File: config.mk
export PLATFORM = sky130hd
export DESIGN_NAME = battery_block_average_monitor
export DESIGN_NICKNAME = d
export VERILOG_FILES = /design/src/rtl/core/bbam_pkg.sv /design/src/rtl/core/bbam_fifo.sv /design/src/rtl/core/bbam_cfg.sv /design/src/rtl/core/bbam_front.sv /design/src/rtl/core/bbam_back.sv /design/src/rtl/core/battery_block_average_monitor.sv
export SDC_FILE = /design/constraint.sdc
export NUM_CORES = 2
export LEC_CHECK = 0
export BUFFER_PORTS_ARGS = -buffer_cell sky130_fd_sc_hd__clkbuf_2
export CORE_UTILIZATION = 59
export DETAILED_ROUTE_END_ITERATION = 12
export PLACE_DENSITY = 0.81
export SETUP_SLACK_MARGIN = 0.02
export SYNTH_ARGS = -nofsm -noshare
export SYNTH_HDL_FRONTEND = slang
export SYNTH_SLANG_ARGS = --single-unit
File: constraint.sdc
create_clock -name i_clk -period 5.85 [get_ports i_clk]
set_input_delay 1.17 -clock i_clk [delete_from_list [all_inputs] [get_ports i_clk]]
set_output_delay 1.17 -clock i_clk [all_outputs]
set_load 0.05 [all_outputs]
File: src/rtl/core/bbam_pkg.sv
// shared types and constants of the battery block average monitor
`timescale 1ns / 1ps
`default_nettype none

package bbam_pkg;

    localparam int SAMPLES_DEFAULT  = 5;
    localparam int ADC_BITS_DEFAULT = 10;

    localparam int GAIN_W     = 16;
    localparam int OFFSET_W   = 17;
    localparam int THRESH_W   = 17;
    localparam int CFG_DATA_W = 17;
    localparam int CFG_IDX_W  = 2;
    localparam int CUR_W      = 18;
    localparam int VOLT_W     = 17;
    localparam int Q8_SHIFT   = 8;

    // queue depths, powers of two
    localparam int MID_DEPTH = 2;
    localparam int OUT_DEPTH = 8;

    localparam logic        [GAIN_W-1:0]   CUR_GAIN_RST   = 16'd32074;
    localparam logic signed [OFFSET_W-1:0] CUR_OFFSET_RST = -17'sd12830;
    localparam logic        [GAIN_W-1:0]   VOLT_GAIN_RST  = 16'd9900;
    localparam logic        [THRESH_W-1:0] WARNING_RST    = 17'd0;

    // lanes of the scaling pipeline
    localparam int LANE_CUR  = 0;
    localparam int LANE_VOLT = 1;
    localparam int LANES     = 2;

    typedef enum logic [CFG_IDX_W-1:0] {
        CFG_CUR_GAIN   = 2'd0,
        CFG_CUR_OFFSET = 2'd1,
        CFG_VOLT_GAIN  = 2'd2,
        CFG_WARNING    = 2'd3
    } t_cfg_idx;

    typedef struct packed {
        logic        [GAIN_W-1:0]   cur_gain;
        logic signed [OFFSET_W-1:0] cur_offset;
        logic        [GAIN_W-1:0]   volt_gain;
        logic        [THRESH_W-1:0] warning;
    } t_cfg;

    typedef struct packed {
        logic signed [CUR_W-1:0]  current_ma;
        logic        [VOLT_W-1:0] voltage_mv;
        logic                     low_voltage;
    } t_result;

endpackage

`default_nettype wire

File: src/rtl/core/bbam_fifo.sv
// small synchronous fifo with show-ahead read
`timescale 1ns / 1ps
`default_nettype none

module bbam_fifo import bbam_pkg::*; #(
    parameter int WIDTH = 8,
    parameter int DEPTH = 2
) (
    input  wire logic             i_clk,
    input  wire logic             i_rst_n,
    input  wire logic             i_push,
    input  wire logic [WIDTH-1:0] i_data,
    output logic                  o_full,
    input  wire logic             i_pop,
    output logic      [WIDTH-1:0] o_data,
    output logic                  o_empty
);

    localparam int PTR_W = (DEPTH > 1) ? $clog2(DEPTH) : 1;
    localparam int CNT_W = $clog2(DEPTH + 1);

    logic [WIDTH-1:0] r_mem [DEPTH];
    logic [PTR_W-1:0] r_wr_ptr;
    logic [PTR_W-1:0] r_rd_ptr;
    logic [CNT_W-1:0] r_count;
    logic [CNT_W-1:0] n_count;

    assign o_full  = (r_count == CNT_W'(DEPTH));
    assign o_empty = (r_count == '0);
    assign o_data  = r_mem[r_rd_ptr];
    assign n_count = r_count + CNT_W'(i_push) - CNT_W'(i_pop);

    always_ff @(posedge i_clk) begin
        if (!i_rst_n) begin
            r_wr_ptr <= '0;
            r_rd_ptr <= '0;
            r_count  <= '0;
        end else begin
            if (i_push) begin
                r_wr_ptr <= r_wr_ptr + PTR_W'(1);
            end
            if (i_pop) begin
                r_rd_ptr <= r_rd_ptr + PTR_W'(1);
            end
            r_count <= n_count;
        end
    end

    always_ff @(posedge i_clk) begin
        if (i_push) begin
            r_mem[r_wr_ptr] <= i_data;
        end
    end

endmodule

`default_nettype wire

File: src/rtl/core/bbam_cfg.sv
// configuration register file of the battery block average monitor
`timescale 1ns / 1ps
`default_nettype none

module bbam_cfg import bbam_pkg::*; (
    input  wire logic                  i_clk,
    input  wire logic                  i_rst_n,
    input  wire logic                  i_cfg_valid,
    input  wire logic [CFG_IDX_W-1:0]  i_cfg_index,
    input  wire logic [CFG_DATA_W-1:0] i_cfg_data,
    output logic                       o_cfg_ready,
    output t_cfg                       o_cfg
);

    t_cfg     r_cfg;
    t_cfg_idx cfg_idx;

    assign o_cfg_ready = 1'b1;
    assign cfg_idx     = t_cfg_idx'(i_cfg_index);
    assign o_cfg       = r_cfg;

    always_ff @(posedge i_clk) begin
        if (!i_rst_n) begin
            r_cfg.cur_gain   <= CUR_GAIN_RST;
            r_cfg.cur_offset <= CUR_OFFSET_RST;
            r_cfg.volt_gain  <= VOLT_GAIN_RST;
            r_cfg.warning    <= WARNING_RST;
        end else if (i_cfg_valid) begin
            unique case (cfg_idx)
                CFG_CUR_GAIN:   r_cfg.cur_gain   <= i_cfg_data[GAIN_W-1:0];
                CFG_CUR_OFFSET: r_cfg.cur_offset <= $signed(i_cfg_data[OFFSET_W-1:0]);
                CFG_VOLT_GAIN:  r_cfg.volt_gain  <= i_cfg_data[GAIN_W-1:0];
                CFG_WARNING:    r_cfg.warning    <= i_cfg_data[THRESH_W-1:0];
                default:        r_cfg            <= r_cfg;
            endcase
        end
    end

endmodule

`default_nettype wire

File: src/rtl/core/bbam_front.sv
// front end: accepts sample pairs and accumulates one block of sums
`timescale 1ns / 1ps
`default_nettype none

module bbam_front import bbam_pkg::*; #(
    parameter int SAMPLES_PER_AVERAGE = SAMPLES_DEFAULT,
    parameter int ADC_BITS            = ADC_BITS_DEFAULT,
    parameter int SUM_W               = ADC_BITS_DEFAULT + 3
) (
    input  wire logic                  i_clk,
    input  wire logic                  i_rst_n,
    input  wire logic                  i_push,
    input  wire logic [ADC_BITS-1:0]   i_current_count,
    input  wire logic [ADC_BITS-1:0]   i_voltage_count,
    output logic                       o_full,
    input  wire logic                  i_q_full,
    output logic                       o_q_push,
    output logic      [2*SUM_W-1:0]    o_q_data
);

    localparam int CNT_W = (SAMPLES_PER_AVERAGE > 1) ? $clog2(SAMPLES_PER_AVERAGE) : 1;
    localparam logic [CNT_W-1:0] LAST = CNT_W'(SAMPLES_PER_AVERAGE - 1);

    logic [CNT_W-1:0] r_count;
    logic [SUM_W-1:0] r_cur_sum;
    logic [SUM_W-1:0] r_volt_sum;
    logic [SUM_W-1:0] n_cur_sum;
    logic [SUM_W-1:0] n_volt_sum;
    logic             last;
    logic             accept;

    // only the item that closes a block needs room in the queue
    assign last       = (r_count == LAST);
    assign o_full     = i_q_full && last;
    assign accept     = i_push && !o_full;
    assign n_cur_sum  = r_cur_sum + SUM_W'(i_current_count);
    assign n_volt_sum = r_volt_sum + SUM_W'(i_voltage_count);
    assign o_q_push   = accept && last;
    assign o_q_data   = {n_cur_sum, n_volt_sum};

    always_ff @(posedge i_clk) begin
        if (!i_rst_n) begin
            r_count    <= '0;
            r_cur_sum  <= '0;
            r_volt_sum <= '0;
        end else if (accept) begin
            if (last) begin
                r_count    <= '0;
                r_cur_sum  <= '0;
                r_volt_sum <= '0;
            end else begin
                r_count    <= r_count + CNT_W'(1);
                r_cur_sum  <= n_cur_sum;
                r_volt_sum <= n_volt_sum;
            end
        end
    end

endmodule

`default_nettype wire

File: src/rtl/core/bbam_back.sv
// back end: scales block sums to averages, rounds, saturates and flags
`timescale 1ns / 1ps
`default_nettype none

module bbam_back import bbam_pkg::*; #(
    parameter int SAMPLES_PER_AVERAGE = SAMPLES_DEFAULT,
    parameter int SUM_W               = ADC_BITS_DEFAULT + 3
) (
    input  wire logic                 i_clk,
    input  wire logic                 i_rst_n,
    input  wire t_cfg                 i_cfg,
    input  wire logic                 i_q_empty,
    input  wire logic [2*SUM_W-1:0]   i_q_data,
    output logic                      o_q_pop,
    input  wire logic                 i_out_pop,
    output logic                      o_res_valid,
    output t_result                   o_res
);

    localparam int STAGES  = 5;
    localparam int CRED_W  = $clog2(OUT_DEPTH + 1);
    localparam int P_W     = GAIN_W + SUM_W;
    localparam int YW      = P_W + 1 - Q8_SHIFT;
    localparam int RECIP_W = YW + 1;
    localparam int T_W     = YW + RECIP_W;
    localparam int CW      = YW + 2;
    localparam int HALF    = (1 << (Q8_SHIFT - 1)) * SAMPLES_PER_AVERAGE;

    localparam logic [RECIP_W-1:0] RECIP =
        RECIP_W'((longint'(1) << YW) / SAMPLES_PER_AVERAGE);
    localparam logic [YW-1:0]          N_Y     = YW'(SAMPLES_PER_AVERAGE);
    localparam logic signed [CW-1:0]   CUR_HI  = CW'((2 ** (CUR_W - 1)) - 1);
    localparam logic signed [CW-1:0]   CUR_LO  = CW'(-(2 ** (CUR_W - 1)));
    localparam logic [VOLT_W-1:0]      VOLT_MAX = '1;

    logic [SUM_W-1:0]  sum_in  [LANES];
    logic [GAIN_W-1:0] gain    [LANES];
    logic [P_W:0]      rounded [LANES];
    logic [YW-1:0]     q0      [LANES];
    logic [YW-1:0]     rem     [LANES];

    logic [P_W-1:0]    r_prod  [LANES];
    logic [YW-1:0]     r_y     [LANES];
    logic [T_W-1:0]    r_t     [LANES];
    logic [YW-1:0]     r_y3    [LANES];
    logic [YW-1:0]     r_q     [LANES];

    logic [STAGES-1:0] r_vld;
    logic [CRED_W-1:0] r_used;
    logic [CRED_W-1:0] n_used;
    logic              issue;

    logic signed [CW-1:0] cur_full;
    logic [VOLT_W-1:0]    volt_sat;
    t_result              n_res;
    t_result              r_res;

    assign sum_in[LANE_CUR]  = i_q_data[2*SUM_W-1:SUM_W];
    assign sum_in[LANE_VOLT] = i_q_data[SUM_W-1:0];
    assign gain[LANE_CUR]    = i_cfg.cur_gain;
    assign gain[LANE_VOLT]   = i_cfg.volt_gain;

    // a block enters only if the result queue is sure to have room for it
    assign issue   = !i_q_empty && (r_used < CRED_W'(OUT_DEPTH));
    assign o_q_pop = issue;
    assign n_used  = r_used + CRED_W'(issue) - CRED_W'(i_out_pop);

    always_ff @(posedge i_clk) begin
        if (!i_rst_n) begin
            r_vld  <= '0;
            r_used <= '0;
        end else begin
            r_vld  <= {r_vld[STAGES-2:0], issue};
            r_used <= n_used;
        end
    end

    always_comb begin
        for (int l = 0; l < LANES; l++) begin
            rounded[l] = {1'b0, r_prod[l]} + (P_W + 1)'(HALF);
            q0[l]      = r_t[l][YW +: YW];
            rem[l]     = r_y3[l] - q0[l] * N_Y;
        end
    end

    always_ff @(posedge i_clk) begin
        for (int l = 0; l < LANES; l++) begin
            r_prod[l] <= P_W'(gain[l]) * P_W'(sum_in[l]);
            r_y[l]    <= rounded[l][P_W:Q8_SHIFT];
            r_t[l]    <= T_W'(r_y[l]) * T_W'(RECIP);
            r_y3[l]   <= r_y[l];
            // reciprocal estimate is low by at most one
            r_q[l]    <= q0[l] + YW'(rem[l] >= N_Y);
        end
    end

    always_comb begin
        cur_full = $signed({2'b00, r_q[LANE_CUR]}) + CW'($signed(i_cfg.cur_offset));
        priority if (cur_full > CUR_HI) begin
            n_res.current_ma = CUR_HI[CUR_W-1:0];
        end else if (cur_full < CUR_LO) begin
            n_res.current_ma = CUR_LO[CUR_W-1:0];
        end else begin
            n_res.current_ma = cur_full[CUR_W-1:0];
        end
        if (r_q[LANE_VOLT] > YW'(VOLT_MAX)) begin
            volt_sat = VOLT_MAX;
        end else begin
            volt_sat = r_q[LANE_VOLT][VOLT_W-1:0];
        end
        n_res.voltage_mv  = volt_sat;
        n_res.low_voltage = (volt_sat <= i_cfg.warning);
    end

    always_ff @(posedge i_clk) begin
        r_res <= n_res;
    end

    assign o_res_valid = r_vld[STAGES-1];
    assign o_res       = r_res;

endmodule

`default_nettype wire

File: src/rtl/core/battery_block_average_monitor.sv
// top level of the battery block average monitor
`timescale 1ns / 1ps
`default_nettype none

// battery block average monitor
// - input channel is a queue write side: a current/voltage count pair is one
//   transaction, taken when push is high and full is low, one per cycle
// - the front end sums SAMPLES_PER_AVERAGE pairs; the pair that closes a block
//   hands both sums to a two-entry queue, all other pairs cause no result
// - the back end is a five stage pipeline per channel: gain multiply, half-up
//   rounding and drop of the q8 bits, reciprocal multiply for the divide by
//   the block size, one-step quotient correction, offset add with saturation
//   and the low voltage compare
// - results sit in an eight-entry queue; empty low shows the oldest one and
//   pop takes it; the closing pair's sums reach it through the middle queue and the back end
// - throughput is one pair per cycle and one result per block; the back end
//   only starts a block when the result queue has a guaranteed slot, so a
//   stalled reader fills the result queue, then the middle queue, and then
//   full rises on the pair that would close the next block
// - config port: valid/ready write of one register per transaction, ready is
//   always high; write only while no block is in flight
// - reset (synchronous, active low) clears the sums, queues and pipeline and
//   loads the register defaults; no items are lost after reset is released
module battery_block_average_monitor import bbam_pkg::*; #(
    parameter int SAMPLES_PER_AVERAGE = SAMPLES_DEFAULT,
    parameter int ADC_BITS            = ADC_BITS_DEFAULT
) (
    input  wire logic                   i_clk,
    input  wire logic                   i_rst_n,
    // sample input
    input  wire logic                   push,
    output logic                        full,
    input  wire logic [ADC_BITS-1:0]    i_current_count,
    input  wire logic [ADC_BITS-1:0]    i_voltage_count,
    // configuration writes
    input  wire logic                   i_cfg_valid,
    output logic                        o_cfg_ready,
    input  wire logic [CFG_IDX_W-1:0]   i_cfg_index,
    input  wire logic [CFG_DATA_W-1:0]  i_cfg_data,
    // result output
    output logic                        empty,
    input  wire logic                   pop,
    output logic signed [CUR_W-1:0]     o_avg_current_ma,
    output logic        [VOLT_W-1:0]    o_avg_voltage_mv,
    output logic                        o_low_voltage
);

    // sums never wrap for any block size
    localparam int SUM_W = ADC_BITS + $clog2(SAMPLES_PER_AVERAGE);
    localparam int RES_W = $bits(t_result);

    t_cfg               cfg;
    logic               mid_push;
    logic [2*SUM_W-1:0] mid_wdata;
    logic               mid_full;
    logic               mid_pop;
    logic [2*SUM_W-1:0] mid_rdata;
    logic               mid_empty;
    logic               res_valid;
    t_result            res;
    logic [RES_W-1:0]   out_rdata;
    logic               out_pop;
    t_result            out_res;

    assign out_pop = pop && !empty;

    bbam_cfg u_cfg (
        .i_clk       (i_clk),
        .i_rst_n     (i_rst_n),
        .i_cfg_valid (i_cfg_valid),
        .i_cfg_index (i_cfg_index),
        .i_cfg_data  (i_cfg_data),
        .o_cfg_ready (o_cfg_ready),
        .o_cfg       (cfg)
    );

    bbam_front #(
        .SAMPLES_PER_AVERAGE (SAMPLES_PER_AVERAGE),
        .ADC_BITS            (ADC_BITS),
        .SUM_W               (SUM_W)
    ) u_front (
        .i_clk           (i_clk),
        .i_rst_n         (i_rst_n),
        .i_push          (push),
        .i_current_count (i_current_count),
        .i_voltage_count (i_voltage_count),
        .o_full          (full),
        .i_q_full        (mid_full),
        .o_q_push        (mid_push),
        .o_q_data        (mid_wdata)
    );

    // block sums waiting for the back end
    bbam_fifo #(
        .WIDTH (2 * SUM_W),
        .DEPTH (MID_DEPTH)
    ) u_mid_fifo (
        .i_clk   (i_clk),
        .i_rst_n (i_rst_n),
        .i_push  (mid_push),
        .i_data  (mid_wdata),
        .o_full  (mid_full),
        .i_pop   (mid_pop),
        .o_data  (mid_rdata),
        .o_empty (mid_empty)
    );

    bbam_back #(
        .SAMPLES_PER_AVERAGE (SAMPLES_PER_AVERAGE),
        .SUM_W               (SUM_W)
    ) u_back (
        .i_clk       (i_clk),
        .i_rst_n     (i_rst_n),
        .i_cfg       (cfg),
        .i_q_empty   (mid_empty),
        .i_q_data    (mid_rdata),
        .o_q_pop     (mid_pop),
        .i_out_pop   (out_pop),
        .o_res_valid (res_valid),
        .o_res       (res)
    );

    // finished results; the back end's credit count keeps this from overflowing
    bbam_fifo #(
        .WIDTH (RES_W),
        .DEPTH (OUT_DEPTH)
    ) u_out_fifo (
        .i_clk   (i_clk),
        .i_rst_n (i_rst_n),
        .i_push  (res_valid),
        .i_data  (res),
        .o_full  (),
        .i_pop   (out_pop),
        .o_data  (out_rdata),
        .o_empty (empty)
    );

    assign out_res          = t_result'(out_rdata);
    assign o_avg_current_ma = out_res.current_ma;
    assign o_avg_voltage_mv = out_res.voltage_mv;
    assign o_low_voltage    = out_res.low_voltage;

endmodule

`default_nettype wire

======== Word level (Yosys, flattened, before mapping) ========
Memories as Yosys holds them, arrays and structs flattened. A register that Yosys moved wholly into a read port is not among the register bits.
Cells that the tools add are included.
storage, ports and cells
  bits in registers ....................... 154
  memory bits (writable) .................. 610
  bits of input ports ..................... 44
  output and inout port bits .............. 39
  memories ................................ 7
cells by class
  add/sub/neg operators ................... 20
  multipliers ............................. 6
  $lt $le $gt $ge ......................... 7
  equality and inequality tests ........... 5
  mux-type cells .......................... 13
  reductions and logical operators ........ 15
memory list
  memory            words  bits a word  rd ports  clocked after memory_dff  wr ports  line             text
  u_out_fifo.r_mem  8      36           1         1                         1         bbam_fifo.sv:22  logic [WIDTH-1:0] r_mem [DEPTH];
  u_back.r_t        2      40           2         0                         2         bbam_back.sv:44  logic [T_W-1:0] r_t [LANES];
  u_back.r_prod     2      29           2         0                         2         bbam_back.sv:42  logic [P_W-1:0] r_prod [LANES];
  u_mid_fifo.r_mem  2      26           1         1                         1         bbam_fifo.sv:22
  u_back.r_q        2      22           2         0                         2         bbam_back.sv:46  logic [YW-1:0] r_q [LANES];
  u_back.r_y        2      22           2         0                         2         bbam_back.sv:43  logic [YW-1:0] r_y [LANES];
  1 more memories   --     --           --        --                        --        --
operators by type and width
  cell                      count
  $mul A22 B18 Y40 const B  2
  $add A29 B10 Y30 const B  2
  $mul A16 B13 Y29          2
  $add A22 B1 Y22           2
  $ge A22 B3 Y1 const B     2
  $mul A22 B3 Y22 const B   2
  $sub A22 B22 Y22          2
  $add A13 B10 Y13          2
  $mux W13                  2
  $add A23 B17 Y24          1
  $gt A24 B18 Y1 const B    1
  $lt A24 B18 Y1 const B    1
  $gt A22 B17 Y1 const B    1
  $mux W18                  1
  $le A17 B17 Y1            1
  $mux W17                  1
  $add A3 B1 Y3 const B     3
  $mux W3                   3
  $add A4 B1 Y4             2
  $reduce_and A2 Y1         4
  $sub A4 B1 Y4             2
  $eq A2 B2 Y1 const B      3
  $mux W1                   6
  $logic_and A1 B1 Y1       5
  9 further kinds           13

======== Longest topological paths before layout ========
  word-level depth ........................ 7
  gate-level depth with buffers ........... 25
  mapped depth without buffers ............ 23

======== Hierarchy ========
From an unflattened synthesis, not the netlist that was laid out.
unflattened totals
  cells, all modules ...................... 5201
  area total of the unflattened synthesis .. 56915.8 µm²
modules (own cells, without submodules)
  module                         instances  cells an instance  area each (µm²)  sequential area each (µm²)
  bbam_back                      1          4129               38353.0          5185.0
  bbam_fifo (u_out_fifo)         1          485                11731.3          8908.5
  bbam_cfg                       1          261                2641.3           1321.3
  bbam_fifo (u_mid_fifo)         1          102                2205.9           1661.6
  bbam_front                     1          223                1970.6           580.6
  battery_block_average_monitor  1          1                  13.8             0.0

======== Worst setup path before layout ========
No wires, ideal clock.
  kind .................................... register to register
  start point ............................. reg (tool-made name)
  end point ............................... mem u_back.r_prod[0][56] (netlist name)
  data arrival time ....................... 6.380 ns
  data required time ...................... 5.731 ns
  path slack .............................. -0.649 ns
  cell stages (with the launch flop) ...... 26
  path buffers ............................ 3
  cells stage by stage .................... dfxtp_1 buf_6 clkbuf_1 mux2_2 clkbuf_1 and2_1 fa_1 inv_1 fa_1 inv_1 fa_1 inv_1 fa_1 fa_1 inv_1 ha_1 and3_1 nand3_1 or3_1 o21ai_1 o211a_1 o2111ai_1 a311oi_1 a21o_1 a21oi_1 xnor2_1
RTL lines
  item           line
  end, declared  bbam_back.sv:42

==> results.ini <==
[worst_setup_path]
startpoint_type = flop
arrival_ns = 6.59
end_kind = flop
rr_worst_depth = 24
worst-r2r-setup-slack_ns = -0.17
critPathKind = flop to flop
crit_fanout = 7
worstPathRequired_ns = 6.42
rr_endpoint = u_back.r_prod[0][28]

[route]
wl_per_cell_um = 19.12
drt_iter0_drc = 2643
antenna_left = 0
first_pass_iters = 6
vias = 37720
totalWireLength_um = 129900
via_per_inst = 5.550
drc = 0

[sta]
post-route-period-util = 1.030
max_slew_margin = 0.2431
worst_pin_slew_ns = 1.135
report.final.slew_viol_count = 0
fin_setup_tns_ns = -0.7246
hold_viol = 0
rsz0062_at_grt = yes
timing.final.crit_period_ns = 6.025
max_freq_mhz = 166.0
setup_viol = 7
fin_worst_skew_ns = 0.03205
worst_slack_ns = -0.1745

[logic_synthesis]
async_reset_ff_frac = 0
syn_area_um2 = 55720
yosys.area_share.simple = 0.09442
synthAdderAreaFrac = 0.3646
synth_top_area_share = 0.2231
syn-num-nets = 6446
synth.most_common_cell = inv_1
synthesis.instances = 5151
muxShareOfSynthArea = 0.04396
yosys.area.top_type = fa_1
synth_area_leaders = fa_1, edfxtp_1, ha_1, dfxtp_1, inv_1
synth-seq-cells = 712
synth.top_cells.by_count = inv_1, ha_1, fa_1, nand2_1, dfxtp_1
synth_xor_area_frac = 0.03804
synth.distinct_cells = 94
syn_avg_cell_area_um2 = 10.82
seq_area_frac_synth = 0.3169
synth_warnings = 0
synth_top_family_by_area = adder cells
synth-compound-area-share = 0.06148
synthFlopType = dfxtp_1
synth-edff-count = 340

[final_layout]
drive_gt1_frac = 0.1476
final.fill_count = 6487
area_delta_synth_final_pct = 13.07
multi_input_area_um2 = 34400
seqCellArea_um2 = 17690
finalNonFillerCells = 6797
nets = 6775

[die]
fp-row-count = 112
die_w_um = 309.3
dieArea_um2 = 95680
pin_count = 83
die_y_um = 309.3
start_util = 0.5962
core_area_um2 = 93470

[cts]
htree_levels = 3
clock_path_buffers = 3
cts-root-buf = clkbuf_16
cts.sinks = 712
worstSkewPairLatency_ns = 0.64
numCtsBuffers = 73
cts_hold_buf = 0
cts.clk_slew.worst_paths_ns = 0.06
cts_tree = yes

[global_route]
use_met2 = 0.4790
first_global_vias = 39670
busiest_layer = met2
grt-ovfl-total = 0
grt_antenna_before_repair = 2
globalRouteMet3Util = 0.04112
grt_use_total = 0.2769
grt_pass1_wl_um = 206700
grt_max_degree = 75
use_met1 = 0.3529

[hold_path]
min_from = u_back.r_vld[1]
hold_depth = 1
hold_path.class = flop to flop
min_to = u_back.r_vld[2]

[status]
violations = setup timing
outcome = finished with violations

[placement]
place_congestion = 0.9605
portBuffers = 81
dp_hpwl_um = 98860
placed_cells = 6624

[run]
maxCapViolations = 0

flip-flops by register name (all words and copies together), names as in the netlist, 36 cells and up, named ones only:
signal            flops
u_out_fifo.r_mem    288
u_cfg.o_cfg          66
u_mid_fifo.r_mem     52
u_back.r_prod        44
u_back.r_y           44
u_back.r_q           42
u_back.r_t           42
u_back.r_y3          42
u_back.o_res         36
routing by layer:
| metal | wire length (um) | part of all wire | vias to the layer above |
|---|---|---|---|
| met5 | 23 | 0.00018 | - |
| met4 | 4930 | 0.038 | 4 |
| met3 | 8622 | 0.066 | 337 |
| met2 | 64460 | 0.50 | 1361 |
| met1 | 51900 | 0.40 | 18690 |
| li1 | - | - | 17330 |
timing repair:
action	in CTS	in global routing
resized for setup	33	142
gates cloned	0	3
endpoints found under the setup margin	23	41
setup buffers	8	25
pin swaps	24	89
cell usage in the layout, fill, tap and decap left out, types with 23 or more instances in the layout:
cell          n
inv_1      1052
fa_1        616
ha_1        599
nand2_1     454
dfxtp_1     356
edfxtp_1    340
buf_4       271
and2_1      173
nor2_1      158
xnor2_1     151
a21oi_1     143
xor2_1       86
clkbuf_2     81
clkbuf_16    75
nand3_1      74
mux4_2       72
a21o_1       69
o21ai_0      68
mux2_2       46
nand2b_1     39
nor3_1       36
o21a_1       30
nand4_1      29
o21bai_1     26
and3_1       24
mux2_4       23
ha_4         23
final cells by class:
class	instances	area share
inverters	1066	0.06350
repair buffers	376	0.04404
clock inverters	47	0.009393
clock buffers	89	0.03139
diodes	2	0.00007943
flip-flops and latches	712	0.2807
multi-input cells	3251	0.5459
well taps	1254	0.02490
per-stage QoR:
| stage | setup WS [ns] | area [um2] | hold slack, ns | util |
|---|---|---|---|---|
| floorplan | -0.1583 | 55890 | 0.3866 | - |
| global placement | -0.2344 | 59380 | 0.4167 | 0.6353 |
| detailed placement | -0.3580 | 59380 | 0.4216 | 0.6353 |
| CTS | -0.1128 | 62140 | 0.4329 | 0.6648 |
| global route | -0.3630 | 63000 | 0.4367 | 0.6741 |
| finish | -0.1745 | 63010 | 0.4296 | 0.6741 |
cell families (layout without fill, tap and decap cells):
kind of cell    Yosys count  count (layout)
xor+xnor                242             242
fa+ha+maj              1251            1251
flops                   712             712
compound gates          506             506
mux                     146             148
buf+inv                1190            1578
other cells               1               3
simple gates           1103            1103
how the worst max path moves through the flow:
stage,to,from,slack (ns)
6_report,u_back.r_prod[0][28],flop,-0.17
5_1_grt,u_back.r_prod[0][28],flop,-0.36
3_5_place_dp,u_back.r_prod[0][56],flop,-0.36
3_3_place_gp,u_back.r_prod[0][56],flop,-0.23
2_1_floorplan,u_back.r_prod[0][56],flop,-0.16
4_1_cts,u_back.r_prod[0][56],flop,-0.11
critical path, stage by stage (launching register included):
cell	delay [ns]
dfxtp_4	0.43
buf_12	0.13
buf_8	0.12
mux2_4	0.35
and2_4	0.18
fa_1	0.52
inv_1	0.05
fa_1	0.47
inv_1	0.06
fa_1	0.50
inv_1	0.06
fa_1	0.46
fa_1	0.52
inv_1	0.07
ha_4	0.22
buf_4	0.13
and2_1	0.14
o311a_4	0.14
o311ai_4	0.37
a31oi_4	0.17
a41o_1	0.26
a21oi_4	0.21
o21ai_2	0.09
a31oi_2	0.18
xnor2_1	0.13
Power is left out: the tool's default activity adds up to more than one toggle a clock period on the data nets, which glitch-free logic cannot reach.
